<file path="src/rtl/sct_pkg.sv">
// sct_pkg: shared types, codes and character tables for the source tokenizer
// no dependencies; imported by sct_scan, sct_outq and source_code_tokenizer_core
`default_nettype none

package sct_pkg;

    // tokens produced by one transaction at most
    localparam int MAX_TOKENS = 3;
    typedef logic [1:0] tok_cnt_t;

    // scanner modes
    localparam logic [2:0] M_IDLE    = 3'd0;
    localparam logic [2:0] M_COMMENT = 3'd1;
    localparam logic [2:0] M_WORD    = 3'd2;
    localparam logic [2:0] M_INT     = 3'd3;
    localparam logic [2:0] M_DOT     = 3'd4;
    localparam logic [2:0] M_FRAC    = 3'd5;
    localparam logic [2:0] M_STR     = 3'd6;
    localparam logic [2:0] M_OP      = 3'd7;

    // token kinds
    localparam logic [5:0] K_END    = 6'd0;
    localparam logic [5:0] K_ERR    = 6'd1;
    localparam logic [5:0] K_ID     = 6'd2;
    localparam logic [5:0] K_NUM    = 6'd3;
    localparam logic [5:0] K_STR    = 6'd4;
    localparam logic [5:0] K_KW     = 6'd5;
    localparam logic [5:0] K_DOT    = 6'd33;
    localparam logic [5:0] K_ARROW  = 6'd36;
    localparam logic [5:0] K_NONE   = 6'd0;

    // error codes
    localparam logic [1:0] ERR_NONE  = 2'd0;
    localparam logic [1:0] ERR_CHAR  = 2'd1;
    localparam logic [1:0] ERR_UNTERM = 2'd2;

    // character codes
    localparam logic [7:0] C_NUL   = 8'h00;
    localparam logic [7:0] C_TAB   = 8'h09;
    localparam logic [7:0] C_LF    = 8'h0A;
    localparam logic [7:0] C_CR    = 8'h0D;
    localparam logic [7:0] C_SP    = 8'h20;
    localparam logic [7:0] C_QUOTE = 8'h22;
    localparam logic [7:0] C_HASH  = 8'h23;
    localparam logic [7:0] C_DOT   = 8'h2E;
    localparam logic [7:0] C_EQ    = 8'h3D;
    localparam logic [7:0] C_GT    = 8'h3E;
    localparam logic [7:0] C_MINUS = 8'h2D;

    function automatic logic is_alpha(input logic [7:0] c);
        return (c >= 8'h61 && c <= 8'h7A) || (c >= 8'h41 && c <= 8'h5A) || c == 8'h5F;
    endfunction

    function automatic logic is_digit(input logic [7:0] c);
        return c >= 8'h30 && c <= 8'h39;
    endfunction

    // first byte of a two-character operator candidate
    function automatic logic is_op(input logic [7:0] c);
        logic r;
        case (c) inside
            8'h2D, 8'h2B, 8'h2F, 8'h25, 8'h2A, 8'h5E, 8'h21, 8'h3D, 8'h3C, 8'h3E: r = 1'b1;
            default: r = 1'b0;
        endcase
        return r;
    endfunction

    // single-character punctuators, K_NONE if not one
    function automatic logic [5:0] punct_kind(input logic [7:0] c);
        logic [5:0] k;
        case (c)
            8'h28: k = 6'd25;
            8'h29: k = 6'd26;
            8'h7B: k = 6'd27;
            8'h7D: k = 6'd28;
            8'h3F: k = 6'd29;
            8'h3A: k = 6'd30;
            8'h3B: k = 6'd31;
            8'h2C: k = 6'd32;
            8'h2E: k = K_DOT;
            default: k = K_NONE;
        endcase
        return k;
    endfunction

    // operator alone, K_NONE for a lone bang
    function automatic logic [5:0] op_alone(input logic [7:0] p);
        logic [5:0] k;
        case (p)
            8'h2D: k = 6'd34;
            8'h2B: k = 6'd37;
            8'h2F: k = 6'd39;
            8'h25: k = 6'd41;
            8'h2A: k = 6'd43;
            8'h5E: k = 6'd45;
            8'h3D: k = 6'd48;
            8'h3C: k = 6'd50;
            8'h3E: k = 6'd52;
            default: k = K_NONE;
        endcase
        return k;
    endfunction

    // operator followed by '='
    function automatic logic [5:0] op_with_eq(input logic [7:0] p);
        logic [5:0] k;
        case (p)
            8'h2D: k = 6'd35;
            8'h2B: k = 6'd38;
            8'h2F: k = 6'd40;
            8'h25: k = 6'd42;
            8'h2A: k = 6'd44;
            8'h5E: k = 6'd46;
            8'h21: k = 6'd47;
            8'h3D: k = 6'd49;
            8'h3C: k = 6'd51;
            default: k = 6'd53;
        endcase
        return k;
    endfunction

    // keyword match on the zero-padded prefix, first byte in bits 7:0
    function automatic logic [5:0] kw_lookup(input logic [47:0] pf);
        logic [5:0] k;
        case (pf)
            48'h000000646E61: k = K_KW + 6'd0;   // and
            48'h006B61657262: k = K_KW + 6'd1;   // break
            48'h007373616C63: k = K_KW + 6'd2;   // class
            48'h000065736C65: k = K_KW + 6'd3;   // else
            48'h0065736C6166: k = K_KW + 6'd4;   // false
            48'h000000006E66: k = K_KW + 6'd5;   // fn
            48'h000000726F66: k = K_KW + 6'd6;   // for
            48'h000000006669: k = K_KW + 6'd7;   // if
            48'h00007478656E: k = K_KW + 6'd8;   // next
            48'h000000746F6E: k = K_KW + 6'd9;   // not
            48'h00006C6C756E: k = K_KW + 6'd10;  // null
            48'h00000000726F: k = K_KW + 6'd11;  // or
            48'h6E7275746572: k = K_KW + 6'd12;  // return
            48'h007265707573: k = K_KW + 6'd13;  // super
            48'h686374697773: k = K_KW + 6'd14;  // switch
            48'h000073696874: k = K_KW + 6'd15;  // this
            48'h000065757274: k = K_KW + 6'd16;  // true
            48'h000000726176: k = K_KW + 6'd17;  // var
            48'h00006E656877: k = K_KW + 6'd18;  // when
            48'h00656C696877: k = K_KW + 6'd19;  // while
            default:          k = K_ID;
        endcase
        return k;
    endfunction

endpackage

`default_nettype wire

</file>
<file path="src/rtl/sct_scan.sv">
// sct_scan: scanner state registers and per-byte token logic
// depends on sct_pkg; produces up to three packed tokens per transaction
`default_nettype none

module sct_scan #(
    parameter int OFFSET_WIDTH = 24,
    parameter int LINE_WIDTH   = 16,
    parameter int TOK_W        = 8 + 2 * OFFSET_WIDTH + 2 * LINE_WIDTH
) (
    input  wire logic                                  clk,
    input  wire logic                                  rst_n,
    input  wire logic                                  fire,
    input  wire logic                                  kind,
    input  wire logic [7:0]                            ch,
    output logic [sct_pkg::MAX_TOKENS*TOK_W-1:0]       toks,
    output sct_pkg::tok_cnt_t                          tok_cnt
);
    import sct_pkg::*;

    typedef struct packed {
        logic [5:0]              kind;
        logic [1:0]              err;
        logic [OFFSET_WIDTH-1:0] start;
        logic [OFFSET_WIDTH-1:0] len;
        logic [LINE_WIDTH-1:0]   line;
        logic [LINE_WIDTH-1:0]   col;
    } tok_t;

    localparam logic [OFFSET_WIDTH-1:0] OFS_MAX = '1;
    localparam logic [LINE_WIDTH-1:0]   LC_MAX  = '1;

    logic [2:0]              mode_reg, mode_next;
    logic [7:0]              pend_reg, pend_next;
    logic [47:0]             prefix_reg, prefix_next;
    logic [OFFSET_WIDTH-1:0] start_reg, start_next;
    logic [OFFSET_WIDTH-1:0] offs_reg, offs_next;
    logic [LINE_WIDTH-1:0]   line_reg, line_next;
    logic [LINE_WIDTH-1:0]   col_reg, col_next;

    tok_t                    tk [MAX_TOKENS];
    tok_cnt_t                n;
    logic                    go_idle;
    logic [OFFSET_WIDTH-1:0] len_cur;
    logic [5:0]              k_op;

    function automatic logic [OFFSET_WIDTH-1:0] inc_o(input logic [OFFSET_WIDTH-1:0] x);
        return (x == OFS_MAX) ? x : x + 1'b1;
    endfunction

    function automatic logic [LINE_WIDTH-1:0] inc_l(input logic [LINE_WIDTH-1:0] x);
        return (x == LC_MAX) ? x : x + 1'b1;
    endfunction

    function automatic tok_t mk(input logic [5:0] k, input logic [1:0] e,
                                input logic [OFFSET_WIDTH-1:0] s,
                                input logic [OFFSET_WIDTH-1:0] len,
                                input logic [LINE_WIDTH-1:0] ln,
                                input logic [LINE_WIDTH-1:0] cl);
        tok_t t;
        t.kind  = k;
        t.err   = e;
        t.start = s;
        t.len   = len;
        t.line  = ln;
        t.col   = cl;
        return t;
    endfunction

    // keywords only for short words while the offset has not saturated
    function automatic logic [5:0] word_kind(input logic [47:0] pf,
                                             input logic [OFFSET_WIDTH-1:0] len,
                                             input logic [OFFSET_WIDTH-1:0] o);
        logic [5:0] k;
        if (o == OFS_MAX || len == '0 || len > OFFSET_WIDTH'(6))
        begin
            k = K_ID;
        end
        else
        begin
            k = kw_lookup(pf);
        end
        return k;
    endfunction

    // next state and tokens for one transaction
    always_comb
    begin
        mode_next   = mode_reg;
        pend_next   = pend_reg;
        prefix_next = prefix_reg;
        start_next  = start_reg;
        offs_next   = offs_reg;
        line_next   = line_reg;
        col_next    = col_reg;
        n           = '0;
        go_idle     = 1'b0;
        k_op        = K_NONE;
        for (int i = 0; i < MAX_TOKENS; i++)
        begin
            tk[i] = '0;
        end
        len_cur = offs_reg - start_reg;

        if (kind || ch == C_NUL)
        begin
            // flush any pending token (the number and the held dot in M_DOT), then the end token
            unique case (mode_reg) inside
                M_WORD:
                begin
                    tk[n] = mk(word_kind(prefix_reg, len_cur, offs_reg), ERR_NONE,
                               start_reg, len_cur, line_next, col_next);
                    n = n + 2'd1;
                end
                M_INT, M_FRAC:
                begin
                    tk[n] = mk(K_NUM, ERR_NONE, start_reg, len_cur, line_next, col_next);
                    n = n + 2'd1;
                end
                M_DOT:
                begin
                    tk[n] = mk(K_NUM, ERR_NONE, start_reg, len_cur, line_next, col_next);
                    n = n + 2'd1;
                    start_next = offs_next;
                    offs_next  = inc_o(offs_next);
                    col_next   = inc_l(col_next);
                    tk[n] = mk(K_DOT, ERR_NONE, start_next, offs_next - start_next,
                               line_next, col_next);
                    n = n + 2'd1;
                end
                M_STR:
                begin
                    tk[n] = mk(K_ERR, ERR_UNTERM, start_reg, len_cur, line_next, col_next);
                    n = n + 2'd1;
                end
                M_OP:
                begin
                    k_op = op_alone(pend_reg);
                    if (k_op == K_NONE)
                    begin
                        tk[n] = mk(K_ERR, ERR_CHAR, start_reg, len_cur, line_next, col_next);
                    end
                    else
                    begin
                        tk[n] = mk(k_op, ERR_NONE, start_reg, len_cur, line_next, col_next);
                    end
                    n = n + 2'd1;
                end
                default:
                begin
                end
            endcase
            mode_next   = M_IDLE;
            pend_next   = '0;
            prefix_next = '0;
            start_next  = offs_next;
            tk[n] = mk(K_END, ERR_NONE, offs_next, '0, line_next, col_next);
            n = n + 2'd1;
        end
        else
        begin
            unique case (mode_reg) inside
                M_COMMENT:
                begin
                    if (ch == C_LF)
                    begin
                        go_idle = 1'b1;
                    end
                    else
                    begin
                        offs_next = inc_o(offs_next);
                        col_next  = inc_l(col_next);
                    end
                end
                M_WORD:
                begin
                    if (is_alpha(ch) || is_digit(ch))
                    begin
                        for (int b = 0; b < 6; b++)
                        begin
                            if (len_cur == OFFSET_WIDTH'(b))
                            begin
                                prefix_next[8*b +: 8] = ch;
                            end
                        end
                        offs_next = inc_o(offs_next);
                        col_next  = inc_l(col_next);
                    end
                    else
                    begin
                        tk[n] = mk(word_kind(prefix_reg, len_cur, offs_reg), ERR_NONE,
                                   start_reg, len_cur, line_next, col_next);
                        n = n + 2'd1;
                        prefix_next = '0;
                        go_idle     = 1'b1;
                    end
                end
                M_INT:
                begin
                    if (is_digit(ch))
                    begin
                        offs_next = inc_o(offs_next);
                        col_next  = inc_l(col_next);
                    end
                    else if (ch == C_DOT)
                    begin
                        mode_next = M_DOT;
                    end
                    else
                    begin
                        tk[n] = mk(K_NUM, ERR_NONE, start_reg, len_cur, line_next, col_next);
                        n = n + 2'd1;
                        go_idle = 1'b1;
                    end
                end
                M_DOT:
                begin
                    if (is_digit(ch))
                    begin
                        offs_next = inc_o(inc_o(offs_next));
                        col_next  = inc_l(inc_l(col_next));
                        mode_next = M_FRAC;
                    end
                    else
                    begin
                        // number, then the held dot as its own token
                        tk[n] = mk(K_NUM, ERR_NONE, start_reg, len_cur, line_next, col_next);
                        n = n + 2'd1;
                        start_next = offs_next;
                        offs_next  = inc_o(offs_next);
                        col_next   = inc_l(col_next);
                        tk[n] = mk(K_DOT, ERR_NONE, start_next, offs_next - start_next,
                                   line_next, col_next);
                        n = n + 2'd1;
                        go_idle = 1'b1;
                    end
                end
                M_FRAC:
                begin
                    if (is_digit(ch))
                    begin
                        offs_next = inc_o(offs_next);
                        col_next  = inc_l(col_next);
                    end
                    else
                    begin
                        tk[n] = mk(K_NUM, ERR_NONE, start_reg, len_cur, line_next, col_next);
                        n = n + 2'd1;
                        go_idle = 1'b1;
                    end
                end
                M_STR:
                begin
                    if (ch == C_QUOTE)
                    begin
                        offs_next = inc_o(offs_next);
                        col_next  = inc_l(col_next);
                        tk[n] = mk(K_STR, ERR_NONE, start_reg, offs_next - start_reg,
                                   line_next, col_next);
                        n = n + 2'd1;
                        mode_next = M_IDLE;
                    end
                    else
                    begin
                        if (ch == C_LF)
                        begin
                            line_next = inc_l(line_next);
                            col_next  = '0;
                        end
                        offs_next = inc_o(offs_next);
                        col_next  = inc_l(col_next);
                    end
                end
                M_OP:
                begin
                    if (ch == C_EQ || (ch == C_GT && pend_reg == C_MINUS))
                    begin
                        offs_next = inc_o(offs_next);
                        col_next  = inc_l(col_next);
                        k_op = (ch == C_EQ) ? op_with_eq(pend_reg) : K_ARROW;
                        tk[n] = mk(k_op, ERR_NONE, start_reg, offs_next - start_reg,
                                   line_next, col_next);
                        n = n + 2'd1;
                        pend_next = '0;
                        mode_next = M_IDLE;
                    end
                    else
                    begin
                        k_op = op_alone(pend_reg);
                        if (k_op == K_NONE)
                        begin
                            tk[n] = mk(K_ERR, ERR_CHAR, start_reg, len_cur, line_next, col_next);
                        end
                        else
                        begin
                            tk[n] = mk(k_op, ERR_NONE, start_reg, len_cur, line_next, col_next);
                        end
                        n = n + 2'd1;
                        pend_next = '0;
                        go_idle   = 1'b1;
                    end
                end
                default:
                begin
                    go_idle = 1'b1;
                end
            endcase

            // fresh scan of the byte between tokens
            if (go_idle)
            begin
                mode_next = M_IDLE;
                case (ch) inside
                    C_SP, C_CR, C_TAB:
                    begin
                        offs_next = inc_o(offs_next);
                        col_next  = inc_l(col_next);
                    end
                    C_LF:
                    begin
                        line_next = inc_l(line_next);
                        offs_next = inc_o(offs_next);
                        col_next  = '0;
                    end
                    C_HASH:
                    begin
                        offs_next = inc_o(offs_next);
                        col_next  = inc_l(col_next);
                        mode_next = M_COMMENT;
                    end
                    default:
                    begin
                        start_next = offs_next;
                        offs_next  = inc_o(offs_next);
                        col_next   = inc_l(col_next);
                        if (is_alpha(ch))
                        begin
                            prefix_next = {40'd0, ch};
                            mode_next   = M_WORD;
                        end
                        else if (is_digit(ch))
                        begin
                            mode_next = M_INT;
                        end
                        else if (punct_kind(ch) != K_NONE)
                        begin
                            tk[n] = mk(punct_kind(ch), ERR_NONE, start_next,
                                       offs_next - start_next, line_next, col_next);
                            n = n + 2'd1;
                        end
                        else if (ch == C_QUOTE)
                        begin
                            mode_next = M_STR;
                        end
                        else if (is_op(ch))
                        begin
                            pend_next = ch;
                            mode_next = M_OP;
                        end
                        else
                        begin
                            tk[n] = mk(K_ERR, ERR_CHAR, start_next, offs_next - start_next,
                                       line_next, col_next);
                            n = n + 2'd1;
                        end
                    end
                endcase
            end
        end
    end

    // pack tokens for the queue
    always_comb
    begin
        for (int i = 0; i < MAX_TOKENS; i++)
        begin
            toks[i*TOK_W +: TOK_W] = TOK_W'(tk[i]);
        end
        tok_cnt = n;
    end

    // scanner state
    always_ff @(posedge clk or negedge rst_n)
    begin
        if (!rst_n)
        begin
            mode_reg   <= M_IDLE;
            pend_reg   <= '0;
            prefix_reg <= '0;
            start_reg  <= '0;
            offs_reg   <= '0;
            line_reg   <= LINE_WIDTH'(1);
            col_reg    <= '0;
        end
        else if (fire)
        begin
            mode_reg   <= mode_next;
            pend_reg   <= pend_next;
            prefix_reg <= prefix_next;
            start_reg  <= start_next;
            offs_reg   <= offs_next;
            line_reg   <= line_next;
            col_reg    <= col_next;
        end
    end

    // line count never drops to zero
    a_line_nonzero: assert property (@(posedge clk) disable iff (!rst_n)
        line_reg != '0) else $error("line count is zero");

    // start of a token never runs past the offset
    a_start_le_offs: assert property (@(posedge clk) disable iff (!rst_n)
        start_reg <= offs_reg) else $error("token start beyond offset");

    // end of source always leaves the scanner idle
    a_end_idle: assert property (@(posedge clk) disable iff (!rst_n)
        fire && (kind || ch == C_NUL) |=> mode_reg == M_IDLE)
        else $error("scanner not idle after end of source");

endmodule

`default_nettype wire

</file>
<file path="src/rtl/sct_outq.sv">
// sct_outq: two-entry queue of token groups, serialized one token per cycle while out_ready is high
// depends on sct_pkg; fed by sct_scan, drives the result channel
`default_nettype none

module sct_outq #(
    parameter int TOK_W = 88
) (
    input  wire logic                              clk,
    input  wire logic                              rst_n,
    input  wire logic                              push,
    input  wire logic [sct_pkg::MAX_TOKENS*TOK_W-1:0] grp,
    input  wire sct_pkg::tok_cnt_t                 grp_cnt,
    output logic                                   has_room,
    output logic                                   out_valid,
    input  wire logic                              out_ready,
    output logic [TOK_W-1:0]                       out_tok,
    output logic                                   out_last
);
    import sct_pkg::*;

    logic [MAX_TOKENS*TOK_W-1:0] grp_reg [2];
    tok_cnt_t                    cnt_reg [2];
    logic                        wr_reg, wr_next;
    logic                        rd_reg, rd_next;
    logic [1:0]                  fill_reg, fill_next;
    tok_cnt_t                    idx_reg, idx_next;
    logic                        do_push;
    logic                        do_pop;
    tok_cnt_t                    head_cnt;

    assign do_push   = push && grp_cnt != '0;
    assign has_room  = fill_reg != 2'd2;
    assign out_valid = fill_reg != 2'd0;
    assign head_cnt  = cnt_reg[rd_reg];
    assign out_last  = idx_reg == head_cnt - 2'd1;
    assign do_pop    = out_valid && out_ready && out_last;

    // select the current token of the head group
    always_comb
    begin
        case (idx_reg)
            2'd0:    out_tok = grp_reg[rd_reg][0 +: TOK_W];
            2'd1:    out_tok = grp_reg[rd_reg][TOK_W +: TOK_W];
            default: out_tok = grp_reg[rd_reg][2*TOK_W +: TOK_W];
        endcase
    end

    // pointers, fill count and token index
    always_comb
    begin
        wr_next   = do_push ? ~wr_reg : wr_reg;
        rd_next   = do_pop ? ~rd_reg : rd_reg;
        fill_next = fill_reg + {1'b0, do_push} - {1'b0, do_pop};
        idx_next  = idx_reg;
        if (out_valid && out_ready)
        begin
            idx_next = out_last ? '0 : idx_reg + 2'd1;
        end
    end

    always_ff @(posedge clk or negedge rst_n)
    begin
        if (!rst_n)
        begin
            wr_reg   <= 1'b0;
            rd_reg   <= 1'b0;
            fill_reg <= '0;
            idx_reg  <= '0;
        end
        else
        begin
            wr_reg   <= wr_next;
            rd_reg   <= rd_next;
            fill_reg <= fill_next;
            idx_reg  <= idx_next;
        end
    end

    // group storage
    always_ff @(posedge clk)
    begin
        if (do_push)
        begin
            grp_reg[wr_reg] <= grp;
            cnt_reg[wr_reg] <= grp_cnt;
        end
    end

    a_fill_bound: assert property (@(posedge clk) disable iff (!rst_n)
        fill_reg <= 2'd2) else $error("group queue overflow");

    a_head_nonempty: assert property (@(posedge clk) disable iff (!rst_n)
        out_valid |-> head_cnt != '0 && idx_reg < head_cnt)
        else $error("token index outside head group");

    a_push_shows: assert property (@(posedge clk) disable iff (!rst_n)
        fill_reg == 2'd0 && do_push |=> out_valid && idx_reg == '0)
        else $error("pushed group not presented");

endmodule

`default_nettype wire

</file>
<file path="src/rtl/source_code_tokenizer_core.sv">
// source_code_tokenizer_core: byte-stream tokenizer top level
// depends on sct_pkg, sct_scan and sct_outq
//
//   channel | handshake            | payload
//   in      | in_valid / in_ready  | kind, ch
//   out     | out_valid / out_ready| token_kind, error_code, start_offset,
//           |                      | token_length, line_number, column_number, last
//
// one byte per cycle while in_ready is high: the scanner state updates in the cycle a
// transaction is taken and its tokens (0 to 3) enter a two-group queue; the queue drains
// one token per cycle while out_ready is high, so bytes that give two or three tokens back it up
// in_ready is low only while two token groups are waiting, whatever the cause
// reset: idle scanner, offset 0, line 1, column 0, queue empty
`default_nettype none

module source_code_tokenizer_core #(
    parameter int OFFSET_WIDTH = 24,
    parameter int LINE_WIDTH   = 16
) (
    input  wire logic                    clk,
    input  wire logic                    rst_n,
    input  wire logic                    in_valid,
    output logic                         in_ready,
    input  wire logic                    kind,
    input  wire logic [7:0]              ch,
    output logic                         out_valid,
    input  wire logic                    out_ready,
    output logic [5:0]                   token_kind,
    output logic [1:0]                   error_code,
    output logic [OFFSET_WIDTH-1:0]      start_offset,
    output logic [OFFSET_WIDTH-1:0]      token_length,
    output logic [LINE_WIDTH-1:0]        line_number,
    output logic [LINE_WIDTH-1:0]        column_number,
    output logic                         last
);
    import sct_pkg::*;

    localparam int TOK_W = 8 + 2 * OFFSET_WIDTH + 2 * LINE_WIDTH;

    logic                         fire;
    logic [MAX_TOKENS*TOK_W-1:0]  toks;
    tok_cnt_t                     tok_cnt;
    logic [TOK_W-1:0]             out_tok;

    assign fire = in_valid && in_ready;

    // scanner
    sct_scan #(
        .OFFSET_WIDTH (OFFSET_WIDTH),
        .LINE_WIDTH   (LINE_WIDTH),
        .TOK_W        (TOK_W)
    ) u_scan (
        .clk     (clk),
        .rst_n   (rst_n),
        .fire    (fire),
        .kind    (kind),
        .ch      (ch),
        .toks    (toks),
        .tok_cnt (tok_cnt)
    );

    // token queue
    sct_outq #(
        .TOK_W (TOK_W)
    ) u_outq (
        .clk       (clk),
        .rst_n     (rst_n),
        .push      (fire),
        .grp       (toks),
        .grp_cnt   (tok_cnt),
        .has_room  (in_ready),
        .out_valid (out_valid),
        .out_ready (out_ready),
        .out_tok   (out_tok),
        .out_last  (last)
    );

    // unpack the token fields, kind in the top bits
    assign token_kind    = out_tok[TOK_W-1 -: 6];
    assign error_code    = out_tok[TOK_W-7 -: 2];
    assign start_offset  = out_tok[2*OFFSET_WIDTH+2*LINE_WIDTH-1 -: OFFSET_WIDTH];
    assign token_length  = out_tok[OFFSET_WIDTH+2*LINE_WIDTH-1 -: OFFSET_WIDTH];
    assign line_number   = out_tok[2*LINE_WIDTH-1 -: LINE_WIDTH];
    assign column_number = out_tok[LINE_WIDTH-1:0];

endmodule

`default_nettype wire
</file>
<file path="config.mk">
export PLATFORM = sky130hd
export DESIGN_NAME = source_code_tokenizer_core
export DESIGN_NICKNAME = d
export VERILOG_FILES = /design/src/rtl/sct_pkg.sv /design/src/rtl/sct_scan.sv /design/src/rtl/sct_outq.sv /design/src/rtl/source_code_tokenizer_core.sv
export SDC_FILE = /design/constraint.sdc
export NUM_CORES = 2
export LEC_CHECK = 0
export BUFFER_PORTS_ARGS = -buffer_cell sky130_fd_sc_hd__buf_2
export CAP_MARGIN = 20
export CORE_ASPECT_RATIO = 1.4
export CORE_MARGIN = 2
export CORE_UTILIZATION = 51
export DETAILED_ROUTE_END_ITERATION = 8
export HOLD_SLACK_MARGIN = 0.08
export PLACE_DENSITY_LB_ADDON = 0.15
export SLEW_MARGIN = 30
export SYNTH_ARGS = -nofsm -noshare
export SYNTH_HDL_FRONTEND = slang
export SYNTH_SLANG_ARGS = --single-unit
</file>
<file path="constraint.sdc">
create_clock -name clk -period 25.8 [get_ports clk]
set_input_delay 3.87 -clock clk [delete_from_list [all_inputs] [get_ports clk]]
set_output_delay 3.87 -clock clk [all_outputs]
set_load 0.005 [all_outputs]
</file>
==> flow_summary_export.csv <==
group,metric,value,unit
logic_synthesis,yosysUniqueCellTypes,120,
cells_and_area,layout-drive-gt1-share,9.98,%
placed_design,hpwl,130000,um
power_and_ir_drop,ir_drop,87.9,uV
worst_setup_path,end_kind,"register",
logic_synthesis,yosysSeqAreaShare,43.3,%
sta,rsz0062_at_grt,"no",
cells_and_area,area_growth,9.17,%
logic_synthesis,async_flop_share,21.7,%
min_path,whs_path_depth,1,
worst_setup_path,startpoint,"ch[5]",
worst_setup_path,r2r_end,"u_outq.grp_reg[0][140]$_DFFE_PP_",
clock_tree,cts_buffers,68,
global_route,grt_max_degree,135,
global_route,grt_pass1_wl,270000,um
sta,fmax,0.0791,GHz
global_route,first_global_vias,40200,
placed_design,gpl.final_weighted_congestion,1.06,
clock_tree,htree_levels,3,
drt,wl_per_cell,31.0,um
floorplanning,die_w,254,um
worst_setup_path,max_stage_delay,850,ps
logic_synthesis,synthesis.area,0.0448,mm^2
sta,maxSlewViolCount,0,
logic_synthesis,synthFlopType,"edfxtp_1",
floorplanning,ios,104,
worst_setup_path,rr_startpoint,"u_scan.offs_reg[1]$_DFFE_PN0P_",
clock_tree,cts_hold_buf,0,
clock_tree,clock_latency,660,ps
global_route,overflow,0,
drt,vias,43200,
floorplanning,die_y,355,um
drt,drtIter0Drc,6021,
sta,setup_tns,0,ps
worst_setup_path,reg2reg_depth,33,
sta,hold_viol_final,0,
floorplanning,row_count,128,
logic_synthesis,synth_edf_count,524,
cells_and_area,largest_register_ffs,520,
cells_and_area,nets,4931,
global_route,grtUsageTotal,40.8,%
clock_tree,ctsResizeCount,0,
drt,viasPerCell,7.17,
sta,min_period,12640,ps
drt,drtPass1Iterations,7,
drt,ant_nets,0,
power_and_ir_drop,p_per_area,146,mW/mm^2
worst_setup_path,critPathKind,"in2reg",
logic_synthesis,synth_nets,5003,
placed_design,io_buffers,103,
logic_synthesis,yosysWarnings,0,
run,maxCapViolCount,0,
drt,drc,0,
drt,wl,187000,um
worst_setup_path,cp_max_fo,43,
cells_and_area,nFillCells,7790,
placed_design,dp_slack,12840,ps
worst_setup_path,critPathArrivalTime,13030,ps
worst_setup_path,cp_slowest_cell,"o41ai_1",
worst_setup_path,required,26190,ps
floorplanning,initial_core_util,51.5,%
clock_tree,clk_path_buf_depth,3,
logic_synthesis,ys_ff_latch,669,
run_status,status,"finished, final reports clean",
cells_and_area,regArea,0.0194,mm^2
global_route,antenna_found_initial,8,
clock_tree,cts_sinks,669,
worst_setup_path,r2r_setup_slack,14190,ps
logic_synthesis,netlist_instances,4875,
clock_tree,clk_pin_slew,60,ps
cells_and_area,multiInputGateArea,0.0238,mm^2
sta,setup_viol,0,
power_and_ir_drop,p_leak,17.1,nW
sta,slew_headroom,21.8,%
clock_tree,cts-root-buf,"clkbuf_16",
floorplanning,die_area,0.0902,mm^2
floorplanning,core_area,0.0870,mm^2
sta,fin_crit_sh,49.0,%
logic_synthesis,synth.avg_cell_area,9.18,um^2
worst_setup_path,cp-start-kind,"input pin",
sta,clock_skew,31.9,ps
sta,tightest_slew,1170,ps
clock_tree,cts_setup_buffers,0,
min_path,hp-class,"reg2reg",
power_and_ir_drop,total_power,7.14,mW
sta,setup_ws,13160,ps
worst_setup_path,worstSetupEndpoint,"u_outq.grp_reg[0][140]$_DFFE_PP_",
clock_tree,cts_tree,"built",
-- layout make-up --
class                   instances  share of cell area (%)
multi-input cells            3725                    48.7
flip-flops and latches        669                    39.6
clock buffers                  97                    4.00
clock inverters                28                   0.702
inverters                     108                   0.840
repair buffers                231                    3.13
diodes                          1                 0.00512
well taps                    1170                    3.00
-- Yosys cell counts, types with 40 or more instances --
cell	n	area (um^2)
a21oi_1	267	1340
nor4_1	52	325
a22o_1	163	1430
nor3_1	137	686
o21ai_0	328	1640
o211ai_1	82	616
a22oi_1	125	938
and3_1	52	325
edfxtp_1	524	15700
nor2_1	373	1400
a31oi_1	156	976
dfrtp_1	144	3600
and2_1	47	294
inv_1	96	360
xor2_1	75	657
a211oi_1	129	968
clkbuf_1	313	1170
or3_1	40	250
nand2b_1	49	307
o22ai_1	52	325
nand3_1	121	606
nand2_1	568	2130
ha_1	111	1390
xnor2_1	136	1190
nand4_1	61	382
-- how the worst min path moves through the flow --
stage | endpoint | from
floorplan | u_outq.idx_reg[1]$_DFFE_PN0P_ | u_outq.idx_reg[1]$_DFFE_PN0P_
global placement | u_outq.idx_reg[1]$_DFFE_PN0P_ | u_outq.idx_reg[1]$_DFFE_PN0P_
detailed placement | u_outq.fill_reg[1]$_DFF_PN0_ | u_outq.fill_reg[1]$_DFF_PN0_
finish | u_outq.fill_reg[1]$_DFF_PN0_ | u_outq.fill_reg[1]$_DFF_PN0_
CTS | u_outq.fill_reg[1]$_DFF_PN0_ | u_outq.fill_reg[1]$_DFF_PN0_
global route | u_outq.idx_reg[1]$_DFFE_PN0P_ | u_outq.idx_reg[1]$_DFFE_PN0P_
-- cell usage in the layout (no fill, tap or decap), types with 34 or more instances in the layout --
cell type,n
a22oi_1,125
xor2_1,74
nor2_1,360
buf_2,102
or3_1,40
nor4_1,52
a211oi_1,129
nor2b_1,35
o22ai_1,52
and2_1,45
o21ai_0,326
a22o_1,163
clkbuf_16,70
nand3_1,120
inv_1,95
nand4_1,61
xnor2_1,134
o211ai_1,82
and3_1,51
nand2b_1,48
buf_4,122
dfrtp_1,143
a21oi_1,266
nand2_1,563
nor3_1,132
edfxtp_1,524
o31ai_1,34
a31oi_1,150
ha_1,106
-- power by group --
group	switching (mW)	internal [mW]
clock	0.452	0.579
combinational	3.02	1.32
sequential	0.197	1.58
total	3.67	3.48
-- per-stage QoR --
step	hold slack, ps	utilization [%]	cells	instance area (um^2)
after floorplan	450	-	4875	44800
after global placement	470	53.4	5898	46400
after detailed placement	481	53.4	5898	46500
after CTS	494	56.1	6023	48800
after global routing	509	56.2	6028	48900
final	493	56.2	6029	48900
-- worst max-delay path, delay by kind of cell --
family                   cells  cell delay (ps)
AO/OA/AOI/OAI               10             3340
XOR/XNOR                     2              480
adder cells (fa/ha/maj)      1              360
buffers and inverters        5             1540
AND/OR/NAND/NOR             14             3360
-- cell families (layout without fill, tap and decap cells) --
| group | Yosys count | count (layout) | share of synthesized area, % |
|---|---|---|---|
| compound gates | 1689 | 1689 | 26.0 |
| xor+xnor | 214 | 214 | 4.24 |
| fa+ha+maj | 115 | 115 | 3.28 |
| buf+inv | 481 | 464 | 4.21 |
| flops | 669 | 669 | 43.3 |
| mux | 36 | 36 | 0.844 |
| other cells | 0 | 1 | 0 |
| simple gates | 1671 | 1671 | 18.2 |
-- per-layer routing --
metal / vias up / routed length (um) / GRT usage (%)
li1: 18600 / - / -
met1: 20700 / 66900 / 50.4
met2: 3010 / 81000 / 61.7
met3: 871 / 23700 / 12.1
met4: 12 / 15400 / 27.3
met5: - / 78 / 0
Power figures use the tool's default switching activity.
